$ cat config.mk
export PLATFORM = sky130hd
export DESIGN_NAME = optflow_position_estimator_flat
export DESIGN_NICKNAME = d
export VERILOG_FILES = /design/src/rtl/ofpe_pkg.sv /design/src/rtl/ofpe_in_if.sv /design/src/rtl/ofpe_out_if.sv /design/src/rtl/ofpe_cfg_if.sv /design/src/rtl/ofpe_front.sv /design/src/rtl/ofpe_queue.sv /design/src/rtl/ofpe_back.sv /design/src/rtl/optflow_position_estimator.sv /design/src/flat_wrapper.sv
export SDC_FILE = /design/constraint.sdc
export NUM_CORES = 1
export LEC_CHECK = 0
export ABC_AREA = 1
export BUFFER_PORTS_ARGS = -buffer_cell sky130_fd_sc_hd__buf_2
export CAP_MARGIN = 20
export CORE_UTILIZATION = 25
export DETAILED_ROUTE_END_ITERATION = 8
export PLACE_DENSITY = 0.36
export SLEW_MARGIN = 20
export SYNTH_ARGS = -nofsm -noshare
export SYNTH_HDL_FRONTEND = slang
export SYNTH_SLANG_ARGS = --single-unit
export TNS_END_PERCENT = 5
$ cat constraint.sdc
create_clock -name clk -period 13.9 [get_ports clk]
set_input_delay 3.475 -clock clk [delete_from_list [all_inputs] [get_ports clk]]
set_output_delay 3.475 -clock clk [all_outputs]
set_load 0.01 [all_outputs]
$ cat src/rtl/ofpe_pkg.sv
`timescale 1ns / 1ps
`default_nettype none
// ----------------------------------------------------------------------------
// ofpe_pkg - optical-flow position estimator package
// Shared types, register codes, reset values and helpers.
// ----------------------------------------------------------------------------
package ofpe_pkg;

  // time field width default (legal range 16..32)
  localparam int TIME_WIDTH_DEF = 32;

  // configuration port
  localparam int CFG_IDX_W  = 3;
  localparam int CFG_DATA_W = 16;

  localparam logic [CFG_IDX_W-1:0] REG_STALE_LIMIT = 3'd0;
  localparam logic [CFG_IDX_W-1:0] REG_QUALITY_MIN = 3'd1;
  localparam logic [CFG_IDX_W-1:0] REG_MIN_GROUND  = 3'd2;
  localparam logic [CFG_IDX_W-1:0] REG_MAX_GROUND  = 3'd3;
  localparam logic [CFG_IDX_W-1:0] REG_CONF_MAX    = 3'd4;

  localparam logic [15:0] RST_STALE_LIMIT = 16'd200;
  localparam logic [7:0]  RST_QUALITY_MIN = 8'd40;
  localparam logic [15:0] RST_MIN_GROUND  = 16'd300;
  localparam logic [15:0] RST_MAX_GROUND  = 16'd4500;
  localparam logic [3:0]  RST_CONF_MAX    = 4'd10;

  // 100 * |delta altitude| fits in 23 bits
  localparam int MAG_W = 23;

  localparam logic [15:0] VZ_POS_SAT = 16'h7FFF;
  localparam logic [15:0] VZ_NEG_SAT = 16'h8000;

  typedef logic [3:0] conf_t;

  typedef struct packed {
    logic [15:0] stale_limit;
    logic [7:0]  quality_min;
    logic [15:0] min_ground;
    logic [15:0] max_ground;
    conf_t       conf_max;
  } cfg_t;

  // per-item classification from the front end
  typedef struct packed {
    logic stale;
    logic qual_ok;
    logic gnd_ok;
  } cls_t;

  // confidence scaled by one hundred
  function automatic logic [10:0] conf_x100(input conf_t c);
    conf_x100 = {7'd0, c} * 11'd100;
  endfunction

  // saturating increment below the limit
  function automatic conf_t conf_inc(input conf_t c, input conf_t lim);
    conf_inc = (c < lim) ? c + 4'd1 : c;
  endfunction

endpackage : ofpe_pkg
`default_nettype wire

$ cat src/rtl/ofpe_in_if.sv
`timescale 1ns / 1ps
`default_nettype none
// ----------------------------------------------------------------------------
// ofpe_in_if - flow report channel
// Valid/ready channel carrying one optical-flow report per transfer.
// ----------------------------------------------------------------------------
interface ofpe_in_if #(
  parameter int TIME_WIDTH = 32
);
  logic                  valid;
  logic                  ready;
  logic [TIME_WIDTH-1:0] now_ms;
  logic                  flow_valid;
  logic [TIME_WIDTH-1:0] flow_time_ms;
  logic [7:0]            flow_quality;
  logic signed [15:0]    flow_x_cm_s;
  logic signed [15:0]    flow_y_cm_s;
  logic [15:0]           ground_dist_mm;

  modport source (
    output valid, now_ms, flow_valid, flow_time_ms, flow_quality,
           flow_x_cm_s, flow_y_cm_s, ground_dist_mm,
    input  ready
  );
  modport sink (
    input  valid, now_ms, flow_valid, flow_time_ms, flow_quality,
           flow_x_cm_s, flow_y_cm_s, ground_dist_mm,
    output ready
  );
endinterface : ofpe_in_if
`default_nettype wire

$ cat src/rtl/ofpe_out_if.sv
`timescale 1ns / 1ps
`default_nettype none
// ----------------------------------------------------------------------------
// ofpe_out_if - estimate channel
// Valid/ready channel carrying one position estimate per transfer.
// ----------------------------------------------------------------------------
interface ofpe_out_if #(
  parameter int TIME_WIDTH = 32
);
  logic                  valid;
  logic                  ready;
  logic [10:0]           horiz_conf_x100;
  logic [10:0]           vert_conf_x100;
  logic [15:0]           alt_mm;
  logic signed [15:0]    vx_cm_s;
  logic signed [15:0]    vy_cm_s;
  logic signed [15:0]    vz_cm_s;
  logic [TIME_WIDTH-1:0] time_ms;

  modport source (
    output valid, horiz_conf_x100, vert_conf_x100, alt_mm, vx_cm_s, vy_cm_s,
           vz_cm_s, time_ms,
    input  ready
  );
  modport sink (
    input  valid, horiz_conf_x100, vert_conf_x100, alt_mm, vx_cm_s, vy_cm_s,
           vz_cm_s, time_ms,
    output ready
  );
endinterface : ofpe_out_if
`default_nettype wire

$ cat src/rtl/ofpe_cfg_if.sv
`timescale 1ns / 1ps
`default_nettype none
// ----------------------------------------------------------------------------
// ofpe_cfg_if - configuration write channel
// Valid/ready channel carrying a register index and write data.
// ----------------------------------------------------------------------------
interface ofpe_cfg_if;
  import ofpe_pkg::*;
  logic                  valid;
  logic                  ready;
  logic [CFG_IDX_W-1:0]  index;
  logic [CFG_DATA_W-1:0] data;

  modport source (output valid, index, data, input ready);
  modport sink   (input valid, index, data, output ready);
endinterface : ofpe_cfg_if
`default_nettype wire

$ cat src/rtl/ofpe_front.sv
`timescale 1ns / 1ps
`default_nettype none
// ----------------------------------------------------------------------------
// ofpe_front - report intake and classification
// Takes flow reports, flags stale/quality/ground, computes elapsed time.
// ----------------------------------------------------------------------------
module ofpe_front import ofpe_pkg::*; #(
  parameter int TIME_WIDTH = TIME_WIDTH_DEF,
  parameter int ENT_W      = 2 * TIME_WIDTH + 51
) (
  input  wire logic             clk,
  input  wire logic             rst_n,
  input  wire cfg_t             cfg,
  ofpe_in_if.sink               in_ch,
  input  wire logic             q_full,
  output logic                  q_push,
  output logic [ENT_W-1:0]      q_data
);

  logic [TIME_WIDTH-1:0] last_time_r;
  logic [TIME_WIDTH-1:0] last_time_nxt;
  logic [TIME_WIDTH-1:0] age;
  logic [TIME_WIDTH-1:0] dt;
  logic [TIME_WIDTH-1:0] lim;
  cls_t                  cls;

  assign in_ch.ready = !q_full;
  assign q_push      = in_ch.valid && !q_full;

  // report age and elapsed time since the previous estimate, both wrapping
  assign age = in_ch.now_ms - in_ch.flow_time_ms;
  assign dt  = in_ch.now_ms - last_time_r;
  assign lim = TIME_WIDTH'(cfg.stale_limit);

  // classification
  always_comb begin
    cls.stale   = !in_ch.flow_valid || (age > lim);
    cls.qual_ok = in_ch.flow_quality > cfg.quality_min;
    cls.gnd_ok  = (in_ch.ground_dist_mm > cfg.min_ground) &&
                  (in_ch.ground_dist_mm < cfg.max_ground);
  end

  assign q_data = {cls, in_ch.now_ms, dt, in_ch.flow_x_cm_s, in_ch.flow_y_cm_s,
                   in_ch.ground_dist_mm};

  // previous estimate time
  assign last_time_nxt = q_push ? in_ch.now_ms : last_time_r;

  always_ff @(posedge clk) begin
    if (!rst_n) begin
      last_time_r <= '0;
    end else begin
      last_time_r <= last_time_nxt;
    end
  end

endmodule : ofpe_front
`default_nettype wire

$ cat src/rtl/ofpe_queue.sv
`timescale 1ns / 1ps
`default_nettype none
// ----------------------------------------------------------------------------
// ofpe_queue - two-entry queue
// Decouples the classification front end from the estimator back end.
// ----------------------------------------------------------------------------
module ofpe_queue #(
  parameter int DW = 115
) (
  input  wire logic          clk,
  input  wire logic          rst_n,
  input  wire logic          push,
  input  wire logic [DW-1:0] push_data,
  input  wire logic          pop,
  output logic [DW-1:0]      pop_data,
  output logic               full,
  output logic               empty
);

  logic [DW-1:0] mem_r [2];
  logic          wr_ptr_r;
  logic          rd_ptr_r;
  logic [1:0]    cnt_r;
  logic [1:0]    cnt_nxt;

  assign full     = (cnt_r == 2'd2);
  assign empty    = (cnt_r == 2'd0);
  assign pop_data = mem_r[rd_ptr_r];

  always_comb begin
    cnt_nxt = cnt_r;
    if (push && !pop) begin
      cnt_nxt = cnt_r + 2'd1;
    end else if (pop && !push) begin
      cnt_nxt = cnt_r - 2'd1;
    end
  end

  // pointers and fill count
  always_ff @(posedge clk) begin
    if (!rst_n) begin
      wr_ptr_r <= 1'b0;
      rd_ptr_r <= 1'b0;
      cnt_r    <= 2'd0;
    end else begin
      if (push) begin
        wr_ptr_r <= !wr_ptr_r;
      end
      if (pop) begin
        rd_ptr_r <= !rd_ptr_r;
      end
      cnt_r <= cnt_nxt;
    end
  end

  // storage
  always_ff @(posedge clk) begin
    if (push) begin
      mem_r[wr_ptr_r] <= push_data;
    end
  end

endmodule : ofpe_queue
`default_nettype wire

$ cat src/rtl/ofpe_back.sv
`timescale 1ns / 1ps
`default_nettype none
// ----------------------------------------------------------------------------
// ofpe_back - estimator state and vertical-speed divider
// Updates confidences, velocities and altitude, one bit of quotient a cycle.
// ----------------------------------------------------------------------------
module ofpe_back import ofpe_pkg::*; #(
  parameter int TIME_WIDTH = TIME_WIDTH_DEF,
  parameter int ENT_W      = 2 * TIME_WIDTH + 51
) (
  input  wire logic             clk,
  input  wire logic             rst_n,
  input  wire cfg_t             cfg,
  input  wire logic             q_empty,
  input  wire logic [ENT_W-1:0] q_data,
  output logic                  q_pop,
  ofpe_out_if.source            out_ch
);

  localparam int CNT_W = $clog2(MAG_W);

  localparam logic [1:0] ST_IDLE = 2'd0;
  localparam logic [1:0] ST_DIV  = 2'd1;
  localparam logic [1:0] ST_DONE = 2'd2;

  // queue entry fields
  cls_t                  e_cls;
  logic [TIME_WIDTH-1:0] e_now;
  logic [TIME_WIDTH-1:0] e_dt;
  logic [15:0]           e_fx;
  logic [15:0]           e_fy;
  logic [15:0]           e_gnd;

  assign {e_cls, e_now, e_dt, e_fx, e_fy, e_gnd} = q_data;

  logic [1:0]            st_r;
  conf_t                 hconf_r;
  conf_t                 vconf_r;
  logic [15:0]           vx_r;
  logic [15:0]           vy_r;
  logic [15:0]           vz_r;
  logic [15:0]           alt_r;
  logic [TIME_WIDTH-1:0] tm_r;

  // divider
  logic [TIME_WIDTH-1:0] divisor_r;
  logic [TIME_WIDTH-1:0] rem_r;
  logic [MAG_W-1:0]      dvd_r;
  logic [MAG_W-1:0]      quo_r;
  logic [CNT_W-1:0]      cnt_r;
  logic                  neg_r;

  // output register
  logic                  ovld_r;
  logic [10:0]           o_hc_r;
  logic [10:0]           o_vc_r;
  logic [15:0]           o_alt_r;
  logic [15:0]           o_vx_r;
  logic [15:0]           o_vy_r;
  logic [15:0]           o_vz_r;
  logic [TIME_WIDTH-1:0] o_tm_r;

  logic                  out_free;

  // pop-time combinational update
  conf_t                 h0;
  conf_t                 v0;
  logic                  neg;
  logic [15:0]           diff;
  logic [MAG_W-1:0]      mag;
  logic                  need_div;

  // divider step
  logic [TIME_WIDTH:0]   rem_sh;
  logic                  qbit;
  logic [TIME_WIDTH-1:0] rem_step;
  logic [MAG_W-1:0]      q_fin;
  logic [15:0]           vz_div;

  assign q_pop    = (st_r == ST_IDLE) && !q_empty;
  assign out_free = !ovld_r || out_ch.ready;

  assign h0   = e_cls.stale ? 4'd0 : hconf_r;
  assign v0   = e_cls.stale ? 4'd0 : vconf_r;
  assign neg  = e_gnd < alt_r;
  assign diff = neg ? (alt_r - e_gnd) : (e_gnd - alt_r);
  assign mag  = MAG_W'({7'd0, diff} * 23'd100);

  // serial division only for a real change over a nonzero interval
  assign need_div = e_cls.gnd_ok && (v0 != 4'd0) && (mag != '0) && (e_dt != '0);

  // restoring division step
  assign rem_sh   = {rem_r, dvd_r[MAG_W-1]};
  assign qbit     = rem_sh >= {1'b0, divisor_r};
  assign rem_step = qbit ? TIME_WIDTH'(rem_sh - {1'b0, divisor_r})
                         : rem_sh[TIME_WIDTH-1:0];
  assign q_fin    = {quo_r[MAG_W-2:0], qbit};

  // signed saturation of the quotient
  always_comb begin
    if (neg_r) begin
      vz_div = (q_fin >= MAG_W'(32768)) ? VZ_NEG_SAT : (16'd0 - q_fin[15:0]);
    end else begin
      vz_div = (q_fin > MAG_W'(32767)) ? VZ_POS_SAT : q_fin[15:0];
    end
  end

  // control
  always_ff @(posedge clk) begin
    if (!rst_n) begin
      st_r    <= ST_IDLE;
      hconf_r <= '0;
      vconf_r <= '0;
      vx_r    <= '0;
      vy_r    <= '0;
      vz_r    <= '0;
      alt_r   <= '0;
      ovld_r  <= 1'b0;
    end else begin
      if ((st_r == ST_DONE) && out_free) begin
        ovld_r <= 1'b1;
      end else if (out_ch.ready) begin
        ovld_r <= 1'b0;
      end
      case (st_r)
        ST_IDLE: begin
          if (!q_empty) begin
            st_r <= need_div ? ST_DIV : ST_DONE;
            if (e_cls.qual_ok) begin
              vx_r    <= e_fx;
              vy_r    <= e_fy;
              hconf_r <= conf_inc(h0, cfg.conf_max);
            end else begin
              vx_r    <= '0;
              vy_r    <= '0;
              hconf_r <= '0;
            end
            if (e_cls.gnd_ok) begin
              alt_r   <= e_gnd;
              vconf_r <= conf_inc(v0, cfg.conf_max);
              if (v0 != 4'd0) begin
                if (mag == '0) begin
                  vz_r <= '0;
                end else if (e_dt == '0) begin
                  vz_r <= neg ? VZ_NEG_SAT : VZ_POS_SAT;
                end
              end
            end else begin
              alt_r   <= '0;
              vconf_r <= '0;
              vz_r    <= '0;
            end
          end
        end
        ST_DIV: begin
          if (cnt_r == '0) begin
            vz_r <= vz_div;
            st_r <= ST_DONE;
          end
        end
        ST_DONE: begin
          if (out_free) begin
            st_r <= ST_IDLE;
          end
        end
        default: begin
          st_r <= ST_IDLE;
        end
      endcase
    end
  end

  // divider datapath and item time
  always_ff @(posedge clk) begin
    if (q_pop) begin
      tm_r      <= e_now;
      divisor_r <= e_dt;
      rem_r     <= '0;
      dvd_r     <= mag;
      quo_r     <= '0;
      cnt_r     <= CNT_W'(MAG_W - 1);
      neg_r     <= neg;
    end else if (st_r == ST_DIV) begin
      rem_r <= rem_step;
      dvd_r <= {dvd_r[MAG_W-2:0], 1'b0};
      quo_r <= q_fin;
      cnt_r <= cnt_r - CNT_W'(1);
    end
  end

  // output payload
  always_ff @(posedge clk) begin
    if ((st_r == ST_DONE) && out_free) begin
      o_hc_r  <= conf_x100(hconf_r);
      o_vc_r  <= conf_x100(vconf_r);
      o_alt_r <= alt_r;
      o_vx_r  <= vx_r;
      o_vy_r  <= vy_r;
      o_vz_r  <= vz_r;
      o_tm_r  <= tm_r;
    end
  end

  assign out_ch.valid           = ovld_r;
  assign out_ch.horiz_conf_x100 = o_hc_r;
  assign out_ch.vert_conf_x100  = o_vc_r;
  assign out_ch.alt_mm          = o_alt_r;
  assign out_ch.vx_cm_s         = o_vx_r;
  assign out_ch.vy_cm_s         = o_vy_r;
  assign out_ch.vz_cm_s         = o_vz_r;
  assign out_ch.time_ms         = o_tm_r;

endmodule : ofpe_back
`default_nettype wire

$ cat src/rtl/optflow_position_estimator.sv
// An input transfer is queued; the back end pops it when idle, runs its
// single serial divider when a vertical speed division is needed, and
// registers the result on the output once that is free. It takes no new
// item until the last has left its done state. A two-entry queue lets input
// transfers continue while a result waits. Reset (rst_n, synchronous) clears
// state, counters and valid flags and loads the register defaults.
`timescale 1ns / 1ps
`default_nettype none
// ----------------------------------------------------------------------------
// optflow_position_estimator - optical-flow position estimator top level
// Configuration registers, front end, queue and estimator back end.
// ----------------------------------------------------------------------------
module optflow_position_estimator import ofpe_pkg::*; #(
  parameter int TIME_WIDTH = TIME_WIDTH_DEF
) (
  input  wire logic  clk,
  input  wire logic  rst_n,
  ofpe_in_if.sink    in_ch,
  ofpe_out_if.source out_ch,
  ofpe_cfg_if.sink   cfg_ch
);

  localparam int ENT_W = 2 * TIME_WIDTH + 51;

  cfg_t             cfg_r;
  logic             q_push;
  logic             q_pop;
  logic             q_full;
  logic             q_empty;
  logic [ENT_W-1:0] q_wdata;
  logic [ENT_W-1:0] q_rdata;

  // configuration registers, always ready
  assign cfg_ch.ready = 1'b1;

  always_ff @(posedge clk) begin
    if (!rst_n) begin
      cfg_r.stale_limit <= RST_STALE_LIMIT;
      cfg_r.quality_min <= RST_QUALITY_MIN;
      cfg_r.min_ground  <= RST_MIN_GROUND;
      cfg_r.max_ground  <= RST_MAX_GROUND;
      cfg_r.conf_max    <= RST_CONF_MAX;
    end else if (cfg_ch.valid) begin
      case (cfg_ch.index)
        REG_STALE_LIMIT: cfg_r.stale_limit <= cfg_ch.data;
        REG_QUALITY_MIN: cfg_r.quality_min <= cfg_ch.data[7:0];
        REG_MIN_GROUND:  cfg_r.min_ground  <= cfg_ch.data;
        REG_MAX_GROUND:  cfg_r.max_ground  <= cfg_ch.data;
        REG_CONF_MAX:    cfg_r.conf_max    <= cfg_ch.data[3:0];
        default: begin
        end
      endcase
    end
  end

  ofpe_front #(
    .TIME_WIDTH (TIME_WIDTH),
    .ENT_W      (ENT_W)
  ) u_front (
    .clk    (clk),
    .rst_n  (rst_n),
    .cfg    (cfg_r),
    .in_ch  (in_ch),
    .q_full (q_full),
    .q_push (q_push),
    .q_data (q_wdata)
  );

  ofpe_queue #(
    .DW (ENT_W)
  ) u_queue (
    .clk       (clk),
    .rst_n     (rst_n),
    .push      (q_push),
    .push_data (q_wdata),
    .pop       (q_pop),
    .pop_data  (q_rdata),
    .full      (q_full),
    .empty     (q_empty)
  );

  ofpe_back #(
    .TIME_WIDTH (TIME_WIDTH),
    .ENT_W      (ENT_W)
  ) u_back (
    .clk     (clk),
    .rst_n   (rst_n),
    .cfg     (cfg_r),
    .q_empty (q_empty),
    .q_data  (q_rdata),
    .q_pop   (q_pop),
    .out_ch  (out_ch)
  );

endmodule : optflow_position_estimator
`default_nettype wire
$ cat src/flat_wrapper.sv
// flat-port wrapper written by rule: the top's interface ports become plain ports
module optflow_position_estimator_flat import ofpe_pkg::*;
#(
  parameter int TIME_WIDTH = TIME_WIDTH_DEF
)
  (clk, rst_n, in_ch_valid, in_ch_now_ms, in_ch_flow_valid, in_ch_flow_time_ms, in_ch_flow_quality, in_ch_flow_x_cm_s, in_ch_flow_y_cm_s, in_ch_ground_dist_mm, in_ch_ready, out_ch_valid, out_ch_horiz_conf_x100, out_ch_vert_conf_x100, out_ch_alt_mm, out_ch_vx_cm_s, out_ch_vy_cm_s, out_ch_vz_cm_s, out_ch_time_ms, out_ch_ready, cfg_ch_valid, cfg_ch_index, cfg_ch_data, cfg_ch_ready);
  ofpe_in_if #(.TIME_WIDTH(TIME_WIDTH)) in_ch_i ();
  ofpe_out_if #(.TIME_WIDTH(TIME_WIDTH)) out_ch_i ();
  ofpe_cfg_if cfg_ch_i ();
  input  wire logic clk;
  input  wire logic rst_n;
  input wire logic [$bits(in_ch_i.valid)-1:0] in_ch_valid;
  input wire logic [$bits(in_ch_i.now_ms)-1:0] in_ch_now_ms;
  input wire logic [$bits(in_ch_i.flow_valid)-1:0] in_ch_flow_valid;
  input wire logic [$bits(in_ch_i.flow_time_ms)-1:0] in_ch_flow_time_ms;
  input wire logic [$bits(in_ch_i.flow_quality)-1:0] in_ch_flow_quality;
  input wire logic [$bits(in_ch_i.flow_x_cm_s)-1:0] in_ch_flow_x_cm_s;
  input wire logic [$bits(in_ch_i.flow_y_cm_s)-1:0] in_ch_flow_y_cm_s;
  input wire logic [$bits(in_ch_i.ground_dist_mm)-1:0] in_ch_ground_dist_mm;
  output wire logic [$bits(in_ch_i.ready)-1:0] in_ch_ready;
  output wire logic [$bits(out_ch_i.valid)-1:0] out_ch_valid;
  output wire logic [$bits(out_ch_i.horiz_conf_x100)-1:0] out_ch_horiz_conf_x100;
  output wire logic [$bits(out_ch_i.vert_conf_x100)-1:0] out_ch_vert_conf_x100;
  output wire logic [$bits(out_ch_i.alt_mm)-1:0] out_ch_alt_mm;
  output wire logic [$bits(out_ch_i.vx_cm_s)-1:0] out_ch_vx_cm_s;
  output wire logic [$bits(out_ch_i.vy_cm_s)-1:0] out_ch_vy_cm_s;
  output wire logic [$bits(out_ch_i.vz_cm_s)-1:0] out_ch_vz_cm_s;
  output wire logic [$bits(out_ch_i.time_ms)-1:0] out_ch_time_ms;
  input wire logic [$bits(out_ch_i.ready)-1:0] out_ch_ready;
  input wire logic [$bits(cfg_ch_i.valid)-1:0] cfg_ch_valid;
  input wire logic [$bits(cfg_ch_i.index)-1:0] cfg_ch_index;
  input wire logic [$bits(cfg_ch_i.data)-1:0] cfg_ch_data;
  output wire logic [$bits(cfg_ch_i.ready)-1:0] cfg_ch_ready;
  assign in_ch_i.valid = in_ch_valid;
  assign in_ch_i.now_ms = in_ch_now_ms;
  assign in_ch_i.flow_valid = in_ch_flow_valid;
  assign in_ch_i.flow_time_ms = in_ch_flow_time_ms;
  assign in_ch_i.flow_quality = in_ch_flow_quality;
  assign in_ch_i.flow_x_cm_s = in_ch_flow_x_cm_s;
  assign in_ch_i.flow_y_cm_s = in_ch_flow_y_cm_s;
  assign in_ch_i.ground_dist_mm = in_ch_ground_dist_mm;
  assign in_ch_ready = in_ch_i.ready;
  assign out_ch_valid = out_ch_i.valid;
  assign out_ch_horiz_conf_x100 = out_ch_i.horiz_conf_x100;
  assign out_ch_vert_conf_x100 = out_ch_i.vert_conf_x100;
  assign out_ch_alt_mm = out_ch_i.alt_mm;
  assign out_ch_vx_cm_s = out_ch_i.vx_cm_s;
  assign out_ch_vy_cm_s = out_ch_i.vy_cm_s;
  assign out_ch_vz_cm_s = out_ch_i.vz_cm_s;
  assign out_ch_time_ms = out_ch_i.time_ms;
  assign out_ch_i.ready = out_ch_ready;
  assign cfg_ch_i.valid = cfg_ch_valid;
  assign cfg_ch_i.index = cfg_ch_index;
  assign cfg_ch_i.data = cfg_ch_data;
  assign cfg_ch_ready = cfg_ch_i.ready;
  optflow_position_estimator #(.TIME_WIDTH(TIME_WIDTH)) u_core (.clk(clk), .rst_n(rst_n), .in_ch(in_ch_i), .out_ch(out_ch_i), .cfg_ch(cfg_ch_i));
endmodule
==> flow_summary.toml <==
[layout]
drive_gt1_share_pct = 11.8
area_growth_pct = 17.8
fillers = 14800
nNetsFinal = 4569
post-route-cell-area_um2 = 40800

[place]
postPlaceCellArea_um2 = 37900
portBuffers = 260
place_congestion = 0.843
hpwlAfterDp_mm = 77.6

[timing]
tightest_slew_ns = 1.10
finalSetupViolCount = 0
drv_slew = 0
fin_skew_ns = 0.0496
fmax_mhz = 133
fin_crit_sh_pct = 54.3
hold_viol_final = 0
slew_headroom_pct = 26.5
rsz0062_at_grt = "no"
fin_setup_tns_ns = 0
period_needed_ns = 7.55

[detailed_routing]
viasPerCell = 4.37
ant_nets = 0
drt_iter0_markers = 1314
vias = 26300
totalWireLength_mm = 106
route.detailed.drc = 0
wl_per_cell_um = 17.6
dr.pass1.iters = 7

[yosys]
synth.distinct_cells = 58
synth_ff_type = "edfxtp_1"
synth_top_family_by_area = "simple AND/OR/NAND/NOR gates"
synthAdderAreaFrac_pct = 10.5
synth-compound-area-share_pct = 11.4
synth-seq-cells = 661
yosys_warnings = 0
ys_seq_area_share_pct = 50.7
synthXorXnorAreaFrac_pct = 2.86
synthArstFlopShare_pct = 0
yosys.area_share.simple_pct = 17.3
synth_cells = 3875
syn_area_um2 = 34600
synth_area_per_cell_um2 = 8.93
synth-edff-count = 430
synth_mux_area_share_pct = 0.0867

[grt]
grt_max_degree = 115
grt_usage_pct = 15.1
grt_pass1_vias = 26600
grt_pass1_wl_mm = 162
antenna_found_initial = 22
overflow = 0

[flow_run]
max_cap_violations = 0

[clock_tree]
holdBufCountCts = 0
cts-root-buf = "clkbuf_16"
cts.repair.resized = 0
cts_num_sinks = 661
clock_latency_ns = 0.70
clockBufferDepth = 3
cts.reportedPaths.clkPinSlew_ns = 0.06
post_cts_buffers = 0
numCtsBuffers = 83
cts_tree = "yes"
cts_max_level = 3

[critical_path]
worstRegToRegCells = 36
critPathLaunchType = "flip-flop"
endpoint_kind = "flip-flop"
worst_ep_required_time_ns = 14.46
crit_top_cell = "nand2_1"
path_class = "reg -> reg"
critPathMaxStageDelay_ns = 0.63
critPathTopFamily = "simple AND/OR/NAND/NOR gates"
r2r_setup_slack_ns = 6.35
cpMaxStageDelayCell = "dfxtp_4"
arrival_ns = 8.11
critical_path_depth = 36
r2r-end = "u_core.u_back.vz_r[12]"
crit_buf_inv = 7
crit_fanout = 36

[hold_path]
hold_path.class = "reg -> reg"
min_from = "u_core.u_back.vz_r[7]"
worstHoldEndpoint = "u_core.u_back.out_ch.vz_cm_s[7]"
worstHoldPathCells = 0

[die]
die_w_um = 374
boundaryPins = 266
rows = 136
core-area_um2 = 137000
fp.dieH_um = 374
start_util_pct = 25.2
fp.dieArea_um2 = 140000

[run_status]
status = "finished clean"
==> registers in the layout, summed over array words and instances, names as in the netlist, 21 cells and up, named ones only <==
register / cells
u_core.u_back.tm_r: 32
u_core.u_back.dvd_r: 21
u_core.u_queue.mem_r: 230
u_core.u_back.out_ch.time_ms: 32
u_core.u_back.rem_r: 32
u_core.u_back.quo_r: 22
u_core.u_back.divisor_r: 32
u_core.cfg_r: 60
u_core.u_front.last_time_r: 32
==> final cells by class <==
class | instances | area (µm²) | area share [%]
antenna | 5 | 12.5 | 0.0307
clock buffer | 104 | 2260 | 5.53
clock inverter | 52 | 572 | 1.40
inverter | 533 | 2010 | 4.92
multi-input combinational | 2579 | 14600 | 35.9
sequential | 661 | 17500 | 43.0
tap | 1794 | 2240 | 5.50
timing repair buffer | 286 | 1520 | 3.71
==> layer usage <==
metal,GRT usage [%],routed length (µm),vias up
li1,-,-,13500
met4,4.10,1920,4
met1,20.4,50900,12200
met3,2.18,3560,128
met5,0,22,-
met2,25.2,49700,395
==> worst register-to-register path, delay by kind of cell, from the launching register on <==
family                   cells  cell delay [ns]
AO/OA/AOI/OAI                5             1.01
XOR/XNOR                     1             0.29
adder cells (fa/ha/maj)      5             1.92
buffers and inverters        7             1.06
flip-flops                   1             0.63
AND/OR/NAND/NOR             18             2.47
==> synth_stat cells, types with 9 or more instances <==
| library cell | n | area, µm² |
|---|---|---|
| nand2_1 | 958 | 3600 |
| inv_1 | 520 | 1950 |
| edfxtp_1 | 430 | 12900 |
| a21oi_1 | 326 | 1630 |
| o21ai_0 | 264 | 1320 |
| ha_1 | 262 | 3280 |
| nor2_1 | 241 | 905 |
| dfxtp_1 | 231 | 4620 |
| nand3_1 | 102 | 510 |
| xor2_1 | 72 | 631 |
| clkbuf_1 | 65 | 244 |
| xnor2_1 | 41 | 359 |
| nand4_1 | 39 | 244 |
| nor3_1 | 30 | 150 |
| o22ai_1 | 22 | 138 |
| a31oi_1 | 21 | 131 |
| o211ai_1 | 21 | 158 |
| or2_2 | 20 | 125 |
| buf_2 | 19 | 95.1 |
| fa_1 | 18 | 360 |
| nor4_1 | 13 | 81.3 |
| nand2_2 | 12 | 75.1 |
| o21bai_1 | 12 | 90.1 |
| inv_2 | 11 | 41.3 |
| a21o_1 | 10 | 75.1 |
| o21ai_1 | 9 | 45.0 |
==> kinds of logic (layout without fill, tap and decap cells) <==
logic type      count (synthesis)  in the layout
compound gates                728            728
flops                         661            661
fa+ha+maj                     280            280
simple gates                 1450           1450
xor+xnor                      113            113
mux                             3              3
buf+inv                       638            975
other cells                     2             10
==> worst max path at each step <==
stage	from	to	slack (ns)
after floorplan	in_ch_valid	u_core.u_queue.mem_r[0][0]	4.67
after global placement	flip-flop	u_core.u_back.vz_r[13]	6.43
after detailed placement	flip-flop	u_core.u_back.vz_r[12]	6.27
after CTS	flip-flop	u_core.u_back.vz_r[12]	6.20
after global routing	flip-flop	u_core.u_back.vz_r[6]	5.47
final	flip-flop	u_core.u_back.vz_r[12]	6.35
==> cells in the final DEF (no fill, tap or decap), drive strengths merged, types with 12 or more instances in the layout <==
cell	instances
nand3	109
nor2	246
xor2	72
buf	286
or2	22
ha	262
clkbuf	104
nor3	34
fa	18
edfxtp	430
inv	537
nand2	970
o211ai	21
a31oi	21
nor4	14
xnor2	41
clkinv	32
o21bai	12
dfxtp	231
a21oi	330
nand4	40
o21ai	276
o22ai	22
==> metrics by stage <==
stage                     setup WS, ns  cells  hold slack (ns)  utilization [%]
after floorplan                   4.67   3878            0.400                -
after global placement            6.43   5853            0.401             27.6
after detailed placement          6.27   5853            0.405             27.6
after CTS                         6.20   6009            0.399             29.7
after global routing              5.47   6012            0.412             29.7
final                             6.35   6014            0.411             29.7
Power is not shown: default switching activity piles up to over one toggle a cycle in this logic, so the estimate is an artifact.
